File: config.mk
export PLATFORM = sky130hd
export DESIGN_NAME = fpst_ctrl
export DESIGN_NICKNAME = d
export VERILOG_FILES = /design/src/design/fpst_pkg.sv /design/src/design/fpst_ctrl.sv
export SDC_FILE = /design/constraint.sdc
export NUM_CORES = 1
export LEC_CHECK = 0
export BUFFER_PORTS_ARGS = -buffer_cell sky130_fd_sc_hd__buf_2
export CAP_MARGIN = 40
export CORE_MARGIN = 3
export CORE_UTILIZATION = 53
export CTS_CLUSTER_DIAMETER = 150
export CTS_CLUSTER_SIZE = 25
export DETAILED_ROUTE_END_ITERATION = 7
export PLACE_DENSITY_LB_ADDON = 0.05
export SYNTH_ARGS = -nofsm -noshare
export SYNTH_HDL_FRONTEND = slang
export SYNTH_SLANG_ARGS = --single-unit
File: constraint.sdc
create_clock -name clk -period 14.6 [get_ports clk]
set_clock_uncertainty 0.1 [all_clocks]
set_input_delay 2.92 -clock clk [delete_from_list [all_inputs] [get_ports clk]]
set_output_delay 2.92 -clock clk [all_outputs]
set_load 0.02 [all_outputs]
File: src/design/fpst_pkg.sv
`default_nettype none

package fpst_pkg;

  localparam int TABLE_DEPTH = 4096;
  localparam int ADDR_W      = $clog2(TABLE_DEPTH);
  localparam int POS_W       = 13;
  localparam int NODE_W      = POS_W + 1;   // climb may step past the last node
  localparam int DELTA_W     = 32;
  localparam int SUM_W       = 64;

  localparam logic [POS_W-1:0] SIZE_RESET = POS_W'(4096);
  localparam logic [POS_W-1:0] DEPTH_POS  = POS_W'(TABLE_DEPTH);

  // func field codes
  localparam logic FUNC_ADD   = 1'b0;
  localparam logic FUNC_QUERY = 1'b1;

  typedef struct packed {
    logic              we;
    logic [ADDR_W-1:0] waddr;
    logic [SUM_W-1:0]  wdata;
    logic [ADDR_W-1:0] raddr;
  } mem_req_t;

endpackage

`default_nettype wire

File: src/design/fpst_ctrl.sv
`default_nettype none

module fpst_ctrl (
  input  wire logic                              clk,
  input  wire logic                              rst,
  input  wire logic                              start,
  output logic                                   busy,
  input  wire logic                              func,
  input  wire logic        [fpst_pkg::POS_W-1:0]   position,
  input  wire logic signed [fpst_pkg::DELTA_W-1:0] delta,
  input  wire logic        [fpst_pkg::POS_W-1:0]   lim,
  output fpst_pkg::mem_req_t                     mem_req,
  input  wire logic        [fpst_pkg::SUM_W-1:0]   rdata,
  output logic                                   done,
  output logic signed      [fpst_pkg::SUM_W-1:0]   prefix_sum
);

  typedef enum logic [1:0] {
    ST_CLEAR,
    ST_IDLE,
    ST_WALK
  } state_t;

  state_t                              state;
  logic [fpst_pkg::ADDR_W-1:0]         clr_addr;
  logic [fpst_pkg::NODE_W-1:0]         k;
  logic                                is_query;
  logic [fpst_pkg::DELTA_W-1:0]        delta_r;
  logic [fpst_pkg::SUM_W-1:0]          acc;

  logic [fpst_pkg::NODE_W-1:0]         lim_n;
  logic [fpst_pkg::NODE_W-1:0]         k0;
  logic                                k0_live;
  logic [fpst_pkg::NODE_W-1:0]         low_bit;
  logic [fpst_pkg::NODE_W-1:0]         k_step;
  logic                                walk_more;
  logic [fpst_pkg::NODE_W-1:0]         k_m1;
  logic [fpst_pkg::NODE_W-1:0]         k0_m1;
  logic [fpst_pkg::NODE_W-1:0]         k_step_m1;
  logic [fpst_pkg::SUM_W-1:0]          delta_ext;
  logic [fpst_pkg::SUM_W-1:0]          acc_sum;

  assign busy = (state != ST_IDLE);

  always_comb begin
    lim_n     = {1'b0, lim};
    delta_ext = {{(fpst_pkg::SUM_W - fpst_pkg::DELTA_W){delta_r[fpst_pkg::DELTA_W-1]}},
                 delta_r};
    acc_sum   = acc + rdata;

    // first node of the walk
    if (func == fpst_pkg::FUNC_QUERY) begin
      k0      = (position > lim) ? lim_n : {1'b0, position};
      k0_live = (k0 != '0);
    end else begin
      k0      = {1'b0, position} + fpst_pkg::NODE_W'(1);
      k0_live = (position < lim);
    end

    low_bit = k & (~k + fpst_pkg::NODE_W'(1));
    if (is_query) begin
      k_step    = k - low_bit;
      walk_more = (k_step != '0);
    end else begin
      k_step    = k + low_bit;
      walk_more = (k_step <= lim_n);
    end

    k_m1      = k - fpst_pkg::NODE_W'(1);
    k0_m1     = k0 - fpst_pkg::NODE_W'(1);
    k_step_m1 = k_step - fpst_pkg::NODE_W'(1);

    mem_req = '0;
    unique case (state)
      ST_CLEAR: begin
        mem_req.we    = 1'b1;
        mem_req.waddr = clr_addr;
      end
      ST_IDLE: begin
        mem_req.raddr = k0_m1[fpst_pkg::ADDR_W-1:0];
      end
      ST_WALK: begin
        // write back node k, read the next node of the chain in the same cycle
        mem_req.we    = !is_query;
        mem_req.waddr = k_m1[fpst_pkg::ADDR_W-1:0];
        mem_req.wdata = rdata + delta_ext;
        mem_req.raddr = k_step_m1[fpst_pkg::ADDR_W-1:0];
      end
      default: begin
        mem_req = '0;
      end
    endcase
  end

  always_ff @(posedge clk) begin
    if (rst) begin
      state    <= ST_CLEAR;
      clr_addr <= '0;
      done     <= 1'b0;
    end else begin
      done <= 1'b0;
      unique case (state)
        ST_CLEAR: begin
          clr_addr <= clr_addr + fpst_pkg::ADDR_W'(1);
          if (clr_addr == fpst_pkg::ADDR_W'(fpst_pkg::TABLE_DEPTH - 1)) begin
            state <= ST_IDLE;
          end
        end
        ST_IDLE: begin
          if (start) begin
            is_query <= (func == fpst_pkg::FUNC_QUERY);
            delta_r  <= delta;
            acc      <= '0;
            k        <= k0;
            if (k0_live) begin
              state <= ST_WALK;
            end else if (func == fpst_pkg::FUNC_QUERY) begin
              done       <= 1'b1;
              prefix_sum <= '0;
            end
          end
        end
        ST_WALK: begin
          acc <= acc_sum;
          k   <= k_step;
          if (!walk_more) begin
            state <= ST_IDLE;
            if (is_query) begin
              done       <= 1'b1;
              prefix_sum <= acc_sum;
            end
          end
        end
        default: begin
          state <= ST_IDLE;
        end
      endcase
    end
  end

  // a result only follows the last step of a query walk or an empty query
  a_done_source: assert property (@(posedge clk) disable iff (rst)
    done |-> ($past(state) == ST_WALK && $past(is_query))
             || ($past(state) == ST_IDLE && $past(start)))
    else $error("result strobe without a finished query");

  a_no_idle_write: assert property (@(posedge clk) disable iff (rst)
    (state == ST_IDLE) |-> !mem_req.we)
    else $error("memory write while idle");

  a_clear_zero: assert property (@(posedge clk) disable iff (rst)
    (state == ST_CLEAR) |-> (mem_req.we && mem_req.wdata == '0))
    else $error("clearing pass writes nonzero data");

  a_no_rmw_overlap: assert property (@(posedge clk) disable iff (rst)
    (state == ST_WALK && mem_req.we && walk_more) |-> (mem_req.waddr != mem_req.raddr))
    else $error("next read hits the node being written");

  a_query_no_write: assert property (@(posedge clk) disable iff (rst)
    (state == ST_WALK && is_query) |-> !mem_req.we)
    else $error("query walk writes memory");

endmodule

`default_nettype wire

==> impl_metrics.ini <==
[power_and_ir_drop]
total_leakage_power_uw = 0.00803
ir_worst_vdd_mv = 0.0860
power.total_uw = 2660
power.density_nw_per_um2 = 142

[synth]
count_of_unique_library_cells_instantiated_by_yosys = 79
netlist_instances = 1887
synthArstFlopShare = 0
syn_nets = 2177
synth_edf_count = 175
yosysSeqAreaShare = 0.337
average_size_of_a_mapped_cell_sq_um = 8.75
yosys_most_used_dff = edfxtp_1
synth-seq-cells = 190
syn-cell-area_sq_um = 16500
yosysWarnings = 0

[route]
routed_vias = 15592
drc = 0
post_drt_via_cell_ratio = 6.20
routedWlPerCell_um = 19.5
routed_wl_um = 49100
first_iter_violations = 1154
drt-pass1-iter-count = 6
drt.antenna.violating_nets = 0

[clocking]
clock_pin_slew_reported_for_the_worst_setup_and_hold_paths_after_clock_tree_synthesis_ps = 70
ctsHoldBuffers = 0
clock-sinks = 190
clock-root-buffer = clkbuf_16
post_cts.resized_instances = 0
cts-buffers-inserted = 17
clk-insertion-delay-late_ps = 460
cts_post_setup_buffers_inserted = 0
htree_levels = 4
clock_tree_from_tritoncts = done
clk_path_buf_depth = 2

[floorplan]
start_util = 0.547
chipHeight_um = 182
top_level_ports = 281
coreArea_sq_um = 30200
floorplan.die_area_sq_um = 33300
die_width_um = 182
rows = 63

[timing]
setup-violations-final = 0
timing.final.crit_share = 0.682
hold_viol_final = 0
timing.slew.headroom = 0.373
finalWorstPathRequiredPeriod_ps = 9960
rsz0062_at_grt = no
worst_pin_slew_ps = 933
timing_max_transition_violations_final = 0
max_freq_mhz = 100
fin_setup_tns_ps = 0

[cells_and_area]
final_core_utilization = 0.623
num_antenna_cells = 0
num-fill-cells = 2716
layout_commonest_cell = buf_2
nNetsFinal = 2400
syn_to_final_growth_pct = 13.9
mostFrequentLayoutCells = buf_2, nor2_1, edfxtp_1
post_route_cells_drive_above_1_share = 0.166

[flow_run]
max_cap_violations = 0

[worst_setup_path]
worst-endpoint-required_ps = 11580
startpoint_type = input pin
timing.critical_path.arrival_ps = 6940
criticalPathCategory = input pin to output port
timing.critical_path.to_type = output port
critPathMaxFanout = 4

[global_route]
residual_overflow_from_global_routing = 0
antenna_violations_before_repair = 0
wire_length_of_the_first_global_routing_pass_um = 77400
globalRouteTotalUtil = 0.288
grt_start_max_net_pins = 62
vias_in_the_first_global_route = 14651

[placed_design]
globalplace.congestion = 0.964
hpwl_um = 38600
io_buffer_count = 280

[hold_path]
hold_path_class = flip-flop to flip-flop

[run_status]
run_status = completed
## routing by layer
layer | global-route usage | routed length (um)
met1 | 0.405 | 22300
met5 | 0 | 0
met4 | 0.0932 | 1460
met3 | 0.0542 | 3870
met2 | 0.448 | 21500
## flip-flops by register name, indices dropped and copies added, names as in the netlist
register / flops
is_query: 1
done: 1
prefix_sum: 64
delta_r: 32
state: 2
k: 14
acc: 64
clr_addr: 12
## cells by family (layout without fill, tap and decap cells)
| kind of cell | count (synthesis) | after routing | synth area share |
|---|---|---|---|
| multiplexers | 10 | 10 | 0.00606 |
| AO/OA/AOI/OAI | 582 | 582 | 0.228 |
| AND/OR/NAND/NOR | 640 | 640 | 0.188 |
| XOR/XNOR | 154 | 154 | 0.0817 |
| flip-flops | 190 | 190 | 0.337 |
| buffers and inverters | 147 | 383 | 0.0340 |
| adder cells (fa/ha/maj) | 164 | 164 | 0.125 |
## layout make-up
class                           count  area, sq um  share of cell area
Multi-Input combinational cell   1550        10400               0.554
Sequential cell                   190         5560               0.295
Timing Repair Buffer              291         1540              0.0820
Tap cell                          390          488              0.0259
Clock buffer                       17          425              0.0226
Inverter                           60          228              0.0121
Clock inverter                     15          151             0.00805
## synth_stat cells, types with 5 or more instances
cell type,n,area share
and3_1,12,0.0045
or3_1,13,0.0049
a311oi_1,5,0.0027
ha_1,162,0.12
inv_1,60,0.014
o21bai_1,24,0.011
xnor2_1,82,0.044
xor2_1,72,0.038
o21a_1,17,0.0077
o221ai_1,6,0.0032
nor2b_1,10,0.0038
a2111oi_0,6,0.0032
nor2_1,206,0.047
or2_2,6,0.0023
nand3_1,57,0.017
nand2b_1,19,0.0072
a21oi_1,157,0.048
nor3b_1,11,0.0050
clkbuf_1,80,0.018
a221oi_1,7,0.0037
mux2i_1,10,0.0061
edfxtp_1,175,0.32
o31ai_1,19,0.0086
a21boi_0,8,0.0036
nand4_1,36,0.014
nor3_1,33,0.010
and2_1,30,0.011
a211o_1,9,0.0048
o211ai_1,17,0.0077
nand2_1,159,0.036
o21ai_0,115,0.035
a21o_1,80,0.036
nor4_1,13,0.0049
and4_1,10,0.0053
a211oi_1,19,0.0086
a31oi_1,34,0.013
buf_1,5,0.0011
dfxtp_1,15,0.018
## worst paths after layout
kind,from,end,slack [ps],depth (start not counted)
max,rdata[0],mem_req[64],4640,14
min,clr_addr[8],clr_addr[8],400,2
max reg2reg,k[0],state[1],9950,17
min reg2reg,clr_addr[8],clr_addr[8],400,2
## power breakdown
group / switching [uW] / total, uW / internal [uW]
registers: 72.8 / 828 / 755
clock network: 232 / 473 / 241
logic: 861 / 1360 / 500
## critical path: stages
cell and delay (ps):
buf_2 110, ha_1 240, fa_1 440, a211oi_1 220, nor2_1 100, o31ai_1 760
a2111oi_0 240, or3_1 520, a31oi_1 430, o31ai_1 240, a21o_1 220, a21o_1 180
mux2i_1 130, buf_2 180
## stage by stage
| step | setup slack, ps | cell area [sq um] | hold WS (ps) | instances |
|---|---|---|---|---|
| after floorplan | 2060 | 16500 | 361 | 1887 |
| after global placement | 4710 | 18100 | 385 | 2477 |
| after detailed placement | 4670 | 18200 | 392 | 2481 |
| after CTS | 4660 | 18800 | 404 | 2513 |
| after global routing | 4360 | 18800 | 435 | 2513 |
| final | 4640 | 18800 | 404 | 2513 |
(Power assumes the default switching activity.)
